--- src/hw/rtl/conjugate_gradient_direction_top_assert.svh ---
// Assertion macros for the conjugate gradient direction block.
// Included by conjugate_gradient_direction_top for its assertions; no dependencies.
`ifndef CONJUGATE_GRADIENT_DIRECTION_TOP_ASSERT_SVH
`define CONJUGATE_GRADIENT_DIRECTION_TOP_ASSERT_SVH

`ifndef SYNTH
`define CGD_ASSERT_IMP(name, clk, rst, ante, cons) \
   name: assert property (@(posedge clk) disable iff (rst) (ante) |-> (cons)) \
      else $error("cgd assertion failed");
`define CGD_ASSERT_NEXT(name, clk, rst, ante, cons) \
   name: assert property (@(posedge clk) disable iff (rst) (ante) |=> (cons)) \
      else $error("cgd assertion failed");
`else
`define CGD_ASSERT_IMP(name, clk, rst, ante, cons)
`define CGD_ASSERT_NEXT(name, clk, rst, ante, cons)
`endif

`endif

--- src/hw/rtl/cgd_pkg.sv ---
// Shared widths, codes and types for the conjugate gradient direction block.
// Used by cgd_div, conjugate_gradient_direction_top and the sim files; depends on nothing.
package cgd_pkg;

   localparam int GRAD_WIDTH    = 24;
   localparam int INDEX_WIDTH   = 12;
   // The depth is a power of two no larger than the index range.
   localparam int VECTOR_DEPTH  = 4096;
   localparam int ADDR_WIDTH    = $clog2(VECTOR_DEPTH);
   localparam int ACC_WIDTH     = 60;
   localparam int DEN_WIDTH     = ACC_WIDTH - 1;
   localparam int BETA_WIDTH    = 32;
   localparam int FRAC_BITS     = 16;
   localparam int BETA_INT_BITS = BETA_WIDTH - FRAC_BITS;
   localparam int CNT_WIDTH     = $clog2(BETA_WIDTH);
   localparam int PROD_WIDTH    = 2 * GRAD_WIDTH;
   localparam int SCALE_WIDTH   = GRAD_WIDTH + BETA_WIDTH;
   localparam int LIM_WIDTH     = GRAD_WIDTH + FRAC_BITS + 1;
   localparam int TERM_WIDTH    = LIM_WIDTH + 1;
   localparam int SUM_WIDTH     = GRAD_WIDTH + FRAC_BITS + 3;
   localparam int RES_WIDTH     = SUM_WIDTH - FRAC_BITS;

   typedef enum logic {
      FUNC_CORR   = 1'b0,
      FUNC_UPDATE = 1'b1
   } func_type;

   typedef enum logic {
      KIND_BETA      = 1'b0,
      KIND_DIRECTION = 1'b1
   } kind_type;

   typedef logic [ACC_WIDTH-1:0] acc_type;

endpackage

--- src/hw/rtl/cgd_div.sv ---
// Restoring divider that forms the unsigned Q16.16 beta quotient, one bit per cycle.
// Depends on cgd_pkg.
module cgd_div (
   input  logic                             clock,
   input  logic                             reset,
   input  logic                             start,
   input  cgd_pkg::acc_type                 numer,
   input  logic [cgd_pkg::DEN_WIDTH-1:0]    denom,
   output logic                             done,
   output logic [cgd_pkg::BETA_WIDTH-1:0]   quot
);

   logic                             busy_ff;
   logic                             done_ff;
   logic [cgd_pkg::CNT_WIDTH-1:0]    count_ff;
   logic [cgd_pkg::DEN_WIDTH-1:0]    rem_ff;
   logic [cgd_pkg::DEN_WIDTH-1:0]    rem_in;
   logic [cgd_pkg::DEN_WIDTH-1:0]    den_ff;
   logic [cgd_pkg::BETA_WIDTH-1:0]   low_ff;
   logic [cgd_pkg::BETA_WIDTH-1:0]   quot_ff;
   logic [cgd_pkg::DEN_WIDTH:0]      trial;
   logic [cgd_pkg::DEN_WIDTH:0]      diff;
   logic                             take;
   logic                             overflow;

   // The quotient exceeds the Q16.16 range exactly when the integer part of
   // numer / 2^16 already reaches the divisor.
   assign overflow = cgd_pkg::DEN_WIDTH'(numer[cgd_pkg::ACC_WIDTH-1:cgd_pkg::BETA_INT_BITS])
                     >= denom;

   always_comb begin
      trial  = {rem_ff, low_ff[cgd_pkg::BETA_WIDTH-1]};
      diff   = trial - {1'b0, den_ff};
      take   = trial >= {1'b0, den_ff};
      rem_in = take ? diff[cgd_pkg::DEN_WIDTH-1:0] : trial[cgd_pkg::DEN_WIDTH-1:0];
   end

   always_ff @(posedge clock) begin
      if (reset) begin
         busy_ff <= 1'b0;
         done_ff <= 1'b0;
      end else begin
         done_ff <= 1'b0;
         if (start) begin
            busy_ff <= !overflow;
            done_ff <= overflow;
         end else if (busy_ff && (count_ff == '0)) begin
            busy_ff <= 1'b0;
            done_ff <= 1'b1;
         end
      end
   end

   always_ff @(posedge clock) begin
      if (start) begin
         rem_ff   <= cgd_pkg::DEN_WIDTH'(numer[cgd_pkg::ACC_WIDTH-1:cgd_pkg::BETA_INT_BITS]);
         low_ff   <= {numer[cgd_pkg::BETA_INT_BITS-1:0], {cgd_pkg::FRAC_BITS{1'b0}}};
         den_ff   <= denom;
         count_ff <= cgd_pkg::CNT_WIDTH'(cgd_pkg::BETA_WIDTH - 1);
         quot_ff  <= overflow ? '1 : '0;
      end else if (busy_ff) begin
         rem_ff   <= rem_in;
         low_ff   <= {low_ff[cgd_pkg::BETA_WIDTH-2:0], 1'b0};
         count_ff <= count_ff - 1'b1;
         quot_ff  <= {quot_ff[cgd_pkg::BETA_WIDTH-2:0], take};
      end
   end

   assign done = done_ff;
   assign quot = quot_ff;

endmodule

--- config.mk ---
export PLATFORM = sky130hd
export DESIGN_NAME = cgd_div
export DESIGN_NICKNAME = d
export VERILOG_FILES = /design/src/hw/rtl/conjugate_gradient_direction_top_assert.svh /design/src/hw/rtl/cgd_pkg.sv /design/src/hw/rtl/cgd_div.sv
export SDC_FILE = /design/constraint.sdc
export NUM_CORES = 1
export LEC_CHECK = 0
export BUFFER_PORTS_ARGS = -buffer_cell sky130_fd_sc_hd__buf_2
export CAP_MARGIN = 20
export CORE_AREA = 4 4 153 155
export CTS_CLUSTER_SIZE = 30
export DETAILED_ROUTE_END_ITERATION = 16
export DIE_AREA = 0 0 157 159
export PLACE_DENSITY = 0.76
export SLEW_MARGIN = 20
export SYNTH_ARGS = -nofsm -noshare
export SYNTH_HDL_FRONTEND = slang
export SYNTH_SLANG_ARGS = --single-unit
--- constraint.sdc ---
create_clock -name clock -period 5.9 [get_ports clock]
set_clock_uncertainty 0.2 [all_clocks]
set_input_delay 0 -clock clock [delete_from_list [all_inputs] [get_ports clock]]
set_output_delay 0 -clock clock [all_outputs]
set_load 0.05 [all_outputs]
==> results.sh, run 1 <==
export IMPL_grt_pass1_vias=10375
export IMPL_ioPinCount=155
export IMPL_gp_congestion=0.9404
export IMPL_synthArstFlopShare_pct=0
export IMPL_antenna_left=0
export IMPL_syn_nets=1475
export IMPL_cts_tree="built"
export IMPL_coreArea_um2=21820
export IMPL_hold_viol=0
export IMPL_peakVddDrop_v=0.0001723
export IMPL_layout_drive_gt1_share_pct=16.93
export IMPL_critical_path_cell_chain="ha_1 > nor2b_1 > o31a_1 > o211ai_2 > a21oi_1 > o31ai_4 > nand2_2 > a21oi_4 > buf_4 > mux2_2 > mux2_2 > dlygate4sd3_1"
export IMPL_timing_hold_ws_ns=0.05705
export IMPL_worst_pin_slew_ns=1.044
export IMPL_overflow=0
export IMPL_grt_usage_pct=26.01
export IMPL_pre_cts_ws_ns=1.294
export IMPL_num_vias=10375
export IMPL_rows=54
export IMPL_max_freq_mhz=211.1
export IMPL_clk_pin_slew_worst_paths_ns=0.08
export IMPL_netlist_area_um2=11980
export IMPL_grt_max_degree=78
export IMPL_critPathMaxFanout=44
export IMPL_power_w=0.004039
export IMPL_power_density_nw_per_um2=270.0
export IMPL_maxCapViolCount=0
export IMPL_setup_slack_ns=1.163
export IMPL_postCtsSetupBuffers=0
export IMPL_clk_latency_ns=0.45
export IMPL_setup_tns_final_ns=0
export IMPL_final_area_um2=14960
export IMPL_wl_um=32760
export IMPL_nets=1744
export IMPL_drc=0
export IMPL_die_y_um=159
export IMPL_slowest_stage="dlygate4sd3_1"
export IMPL_slowest_delay_ns=0.57
export IMPL_routedWlPerCell_um=18.10
export IMPL_yosysSeqAreaShare_pct=41.53
export IMPL_numPortBuffers=154
export IMPL_drt_pre_antenna_iters=7
export IMPL_drtIter0Drc=853
export IMPL_grt_pass1_wl_um=52570
export IMPL_rsz0062_at_grt="false"
export IMPL_htree_levels=4
export IMPL_required_ns=5.89
export IMPL_clock_sinks=173
export IMPL_syn_area_per_cell_um2=9.598
export IMPL_dpl_hpwl_um=21950
export IMPL_critical_path_class="flop to flop"
export IMPL_die_w_um=157
export IMPL_post_route_min_period_ns=4.737
export IMPL_via_per_inst=5.732
export IMPL_clk_path_buf_depth=2
export IMPL_crit_arrival_ns=4.73
export IMPL_ctsResizeCount=0
export IMPL_die_area_um2=24960
export IMPL_setup_viol=0
export IMPL_finalMaxSlewViolations=0
export IMPL_crit_top_cell="mux2_2"
export IMPL_syn_instance_count=1248
export IMPL_yosys_register_bits=173
export IMPL_antenna_cells=0
export IMPL_relSlewSlack_pct=29.76
export IMPL_cts_buffers=17
export IMPL_cts_root_buffer="clkbuf_16"
export IMPL_start_util_pct=54.88
export IMPL_synth_cell_types=66
export IMPL_synth_edff_count=151
export IMPL_cp_start_kind="flop"
export IMPL_antenna_found_initial=1
export IMPL_synth_flop_cell="edfxtp_1"
export IMPL_worstHoldPathType="input pin to flop"
export IMPL_syn2layout_area_growth_pct=24.88
export IMPL_status="finished, final reports clean"
export IMPL_p_leak_nw=6.788
export IMPL_crit_path_end_kind="flop"
export IMPL_ys_warn_count=0
export IMPL_post_route_period_util_pct=80.29
export IMPL_dpl_cell_area_um2=12880
[state kept, by name, indices dropped and copies added (netlist names)]
register  cells
rem_ff       59
quot         32
done          1
low_ff       16
busy_ff       1
count_ff      5
den_ff       59
[path summary, 6_finish.rpt]
| check | start | end | slack, ns | cells past startpoint |
|---|---|---|---|---|
| setup / recovery | rem_ff[1]$_DFFE_PP_ | rem_ff[34]$_DFFE_PP_ | 1.16 | 12 |
| hold / removal | reset | done$_SDFF_PP0_ | 0.06 | 3 |
| setup reg to reg | rem_ff[1]$_DFFE_PP_ | rem_ff[34]$_DFFE_PP_ | 1.16 | 12 |
| hold reg to reg | rem_ff[50]$_SDFFE_PP0P_ | rem_ff[50]$_SDFFE_PP0P_ | 0.31 | 2 |
[report_power, final]
| part | switching (W) | internal [W] | leakage [nW] |
|---|---|---|---|
| combinational | 0.000793 | 0.000570 | 4.80 |
| sequential | 0.0000575 | 0.00147 | 1.70 |
| clock | 0.000575 | 0.000569 | 0.287 |
[synthesized netlist by cell type (16+ instances only)]
library cell  count  area [um2]
a211oi_1         18       135.1
a21o_1           61       457.9
a21oi_1          98       490.5
a31oi_1          16       100.1
buf_2            16       80.08
clkbuf_1         31       116.4
dfxtp_1          22       440.4
edfxtp_1        151        4534
ha_1            104        1301
inv_1           158       593.1
mux2_2           52       585.6
nand2_1          80       300.3
nand4_1          31       193.9
nor2_1           50       187.7
nor2b_1          19       118.9
nor3_1           18       90.09
o21ai_0         113       565.5
xnor2_1          30       262.8
xor2_1           20       175.2
[routing by layer]
layer / global-route usage [%] / wire (um)
met4: 6.430 / 600
met3: 3.887 / 1700
met1: 34.45 / 14160
met2: 44.75 / 16300
met5: 0 / 0
[worst max-delay path, delay by kind of cell (launching register included)]
| kind | cells | cell delay (ns) |
|---|---|---|
| compound gates | 5 | 1.50 |
| fa+ha+maj | 1 | 0.39 |
| buf+inv | 2 | 1.04 |
| flops | 1 | 0.41 |
| mux | 2 | 0.64 |
| simple gates | 2 | 0.29 |
[area by class of cell]
class	instances	area, um2
inverters	158	593.1
well taps	280	350.3
repair buffers	306	2301
flip-flops and latches	173	4975
fillers	1667	6865
multi-input cells	861	6145
clock buffers	17	425.4
clock inverters	15	168.9
[what timing repair did]
action,4_1_cts,5_1_grt
setup endpoints to repair,0,0
hold buffers,145,0
endpoints found under the hold margin,153,0
[layout by cell type (no fill, tap or decap), types with 6 or more instances in the layout]
master	netlist	routed
nand3_1	13	13
buf_4	3	6
o211ai_1	6	6
clkbuf_16	0	17
nand2b_1	13	13
o21bai_1	12	12
o31ai_1	6	6
nor4_1	8	7
buf_2	16	153
nor2_1	50	50
nand4_1	31	31
a211oi_1	18	18
a21o_1	61	61
inv_1	158	158
nor3_1	18	18
nand2_1	80	80
o21a_1	11	11
mux2i_1	7	7
xnor2_1	30	30
edfxtp_1	151	151
dlygate4sd3_1	0	145
ha_1	104	104
xor2_1	20	20
dfxtp_1	22	22
o21ai_0	113	113
a31oi_1	16	16
or3_1	7	7
mux2_2	52	52
a21oi_1	98	98
nor2b_1	19	19
[metrics by stage]
step	std cells	util, %
after floorplan	1248	-
after CTS	1809	68.39
after global placement	1632	59.01
final	1810	68.54
after detailed placement	1632	59.01
after global routing	1810	68.54
[cells by family (layout without fill, tap and decap cells)]
family / count (synthesis) / after routing / share of synthesized area (%)
buffers and inverters: 214 / 496 / 7.239
AND/OR/NAND/NOR: 268 / 268 / 11.37
multiplexers: 59 / 59 / 5.474
AO/OA/AOI/OAI: 379 / 379 / 19.70
XOR/XNOR: 50 / 50 / 3.656
adder cells (fa/ha/maj): 105 / 105 / 11.03
flip-flops: 173 / 173 / 41.53
Note: power is estimated with default switching activity, not from simulation.
==> inputs of run 2 (changes only) <==
==> constraint.sdc (replaced) <==
create_clock -name clock -period 4.6 [get_ports clock]
set_clock_uncertainty 0.2 [all_clocks]
set_input_delay 0 -clock clock [delete_from_list [all_inputs] [get_ports clock]]
set_output_delay 0 -clock clock [all_outputs]
set_load 0.05 [all_outputs]
==> run 2 against run 1 <==
  * Via count decreased by 1.6%
  * Register-to-register slack got worse by 0.88 ns
  * Sequential power increased by 28%
  * Clock power is 31% higher
  * Critical path type unchanged
  * Largest cell class unchanged
==> results.sh, run 2 (same netlist as run 1, synthesis figures left out) <==
export IMPL_cts_buffers=17
export IMPL_grt_max_degree=87
export IMPL_syn2layout_area_growth_pct=23.88
export IMPL_ioPinCount=155
export IMPL_critPathMaxFanout=14
export IMPL_die_w_um=157
export IMPL_clk_pin_slew_worst_paths_ns=0.08
export IMPL_hold_end="done$_SDFF_PP0_"
export IMPL_die_y_um=159
export IMPL_drc=0
export IMPL_maxCapViolCount=0
export IMPL_clock_sinks=173
export IMPL_worstHoldStart="reset"
export IMPL_grt_pass1_wl_um=50760
export IMPL_overflow=0
export IMPL_num_vias=10214
export IMPL_reg2reg_slack_ns=0.29
export IMPL_critical_path_class="flop to flop"
export IMPL_start_util_pct=54.88
export IMPL_relSlewSlack_pct=30.29
export IMPL_cts_tree="built"
export IMPL_grt_pass1_vias=10071
export IMPL_gp_congestion=0.9476
export IMPL_rsz0062_at_grt="false"
export IMPL_cts_root_buffer="clkbuf_16"
export IMPL_p_leak_nw=6.751
export IMPL_crit_arrival_ns=4.32
export IMPL_grt_usage_pct=24.98
export IMPL_antenna_left=0
export IMPL_cp_start_kind="flop"
export IMPL_layout_drive_gt1_share_pct=17.45
export IMPL_antenna_found_initial=0
export IMPL_wl_um=31610
export IMPL_final_common_cell="inv_1"
export IMPL_post_route_min_period_ns=4.314
export IMPL_status="finished, final reports clean"
export IMPL_setup_viol=0
export IMPL_max_freq_mhz=231.8
export IMPL_via_per_inst=5.674
export IMPL_die_area_um2=24960
export IMPL_rows=54
export IMPL_nets=1733
export IMPL_worst_pin_slew_ns=1.036
export IMPL_dpl_hpwl_um=21910
export IMPL_clk_latency_ns=0.45
export IMPL_setup_tns_final_ns=0
export IMPL_crit_path_end_kind="flop"
export IMPL_clk_path_buf_depth=2
export IMPL_r2r_cells=15
export IMPL_worstHoldPathType="input pin to flop"
export IMPL_drt_pre_antenna_iters=5
export IMPL_power_density_nw_per_um2=349.3
export IMPL_timing_hold_ws_ns=0.05548
export IMPL_r2r_end="rem_ff[36]$_DFFE_PP_"
export IMPL_post_route_period_util_pct=93.79
export IMPL_r2r_start="low_ff[31]$_DFFE_PP_"
export IMPL_numPortBuffers=154
export IMPL_peakVddDrop_v=0.0002064
export IMPL_hold_viol=0
export IMPL_routedWlPerCell_um=17.56
export IMPL_layout_common_cells="158 x inv_1, 153 x buf_2, 151 x edfxtp_1"
export IMPL_htree_levels=4
export IMPL_coreArea_um2=21820
export IMPL_finalMaxSlewViolations=0
export IMPL_required_ns=4.60
export IMPL_postCtsSetupBuffers=0
export IMPL_drtIter0Drc=951
export IMPL_min_path_cells=3
run 2: final cells by class:
class,count,area (um2)
Fill cell,1671,6985
Multi-Input combinational cell,862,6147
Sequential cell,173,4975
Timing Repair Buffer,294,2158
Inverter,158,593.1
Clock buffer,17,425.4
Tap cell,280,350.3
Clock inverter,15,186.4
Antenna cell,1,2.502
run 2: worst max-delay path by stage:
stage,start,end,slack [ns],cells past startpoint
after floorplan,rem_ff[14]$_DFFE_PP_,rem_ff[34]$_DFFE_PP_,1.41,12
after global placement,rem_ff[14]$_DFFE_PP_,rem_ff[55]$_SDFFE_PP0P_,0.76,12
after detailed placement,low_ff[31]$_DFFE_PP_,rem_ff[55]$_SDFFE_PP0P_,0.68,14
after CTS,low_ff[31]$_DFFE_PP_,rem_ff[36]$_DFFE_PP_,0.14,15
after global routing,low_ff[31]$_DFFE_PP_,rem_ff[36]$_DFFE_PP_,0.04,15
final,low_ff[31]$_DFFE_PP_,rem_ff[36]$_DFFE_PP_,0.29,15
run 2: worst max-delay path, cell delays in order, from the launching register on:
cell,delay (ns)
edfxtp_1,0.39
inv_1,0.07
ha_1,0.18
fa_1,0.24
nor2b_1,0.08
o31a_1,0.28
o211ai_2,0.25
a21oi_1,0.17
o31ai_4,0.27
nand2_2,0.14
a21oi_4,0.53
buf_4,0.29
nor2_1,0.06
a211oi_1,0.27
a21oi_1,0.06
dlygate4sd3_1,0.58
run 2: report_power, final:
part,total [W],internal (W),switching (W)
logic,0.00172,0.000713,0.00101
registers,0.00196,0.00189,0.0000741
clock network,0.00149,0.000742,0.000753
total,0.00518,0.00335,0.00184
run 2: timing repair:
action,CTS,global route
hold buffers,127,0
hold endpoints to repair,161,0
resized for setup,0,0
endpoints found under the setup margin,0,2
run 2: metal layers:
metal / global-route usage (%) / part of all wire, % / vias to the layer above
met1: 34.19 / 44 / 4799
met2: 41.24 / 48 / 335
met4: 6.667 / 1.8 / 0
met5: 0 / 0 / -
met3: 4.132 / 6.0 / 50
li1: - / - / 5030
run 2: through the flow:
| step | cell area (um2) | std cells | worst slack (ns) | power (W) | utilization [%] |
|---|---|---|---|---|---|
| floorplan | 11980 | 1248 | 1.406 | 0.003190 | - |
| global placement | 12940 | 1639 | 0.7586 | 0.003553 | 59.31 |
| detailed placement | 12940 | 1639 | 0.6798 | 0.003585 | 59.31 |
| CTS | 14830 | 1798 | 0.1442 | 0.005174 | 67.94 |
| global route | 14840 | 1799 | 0.04081 | 0.005457 | 67.98 |
| finish | 14840 | 1800 | 0.2856 | 0.005182 | 67.99 |
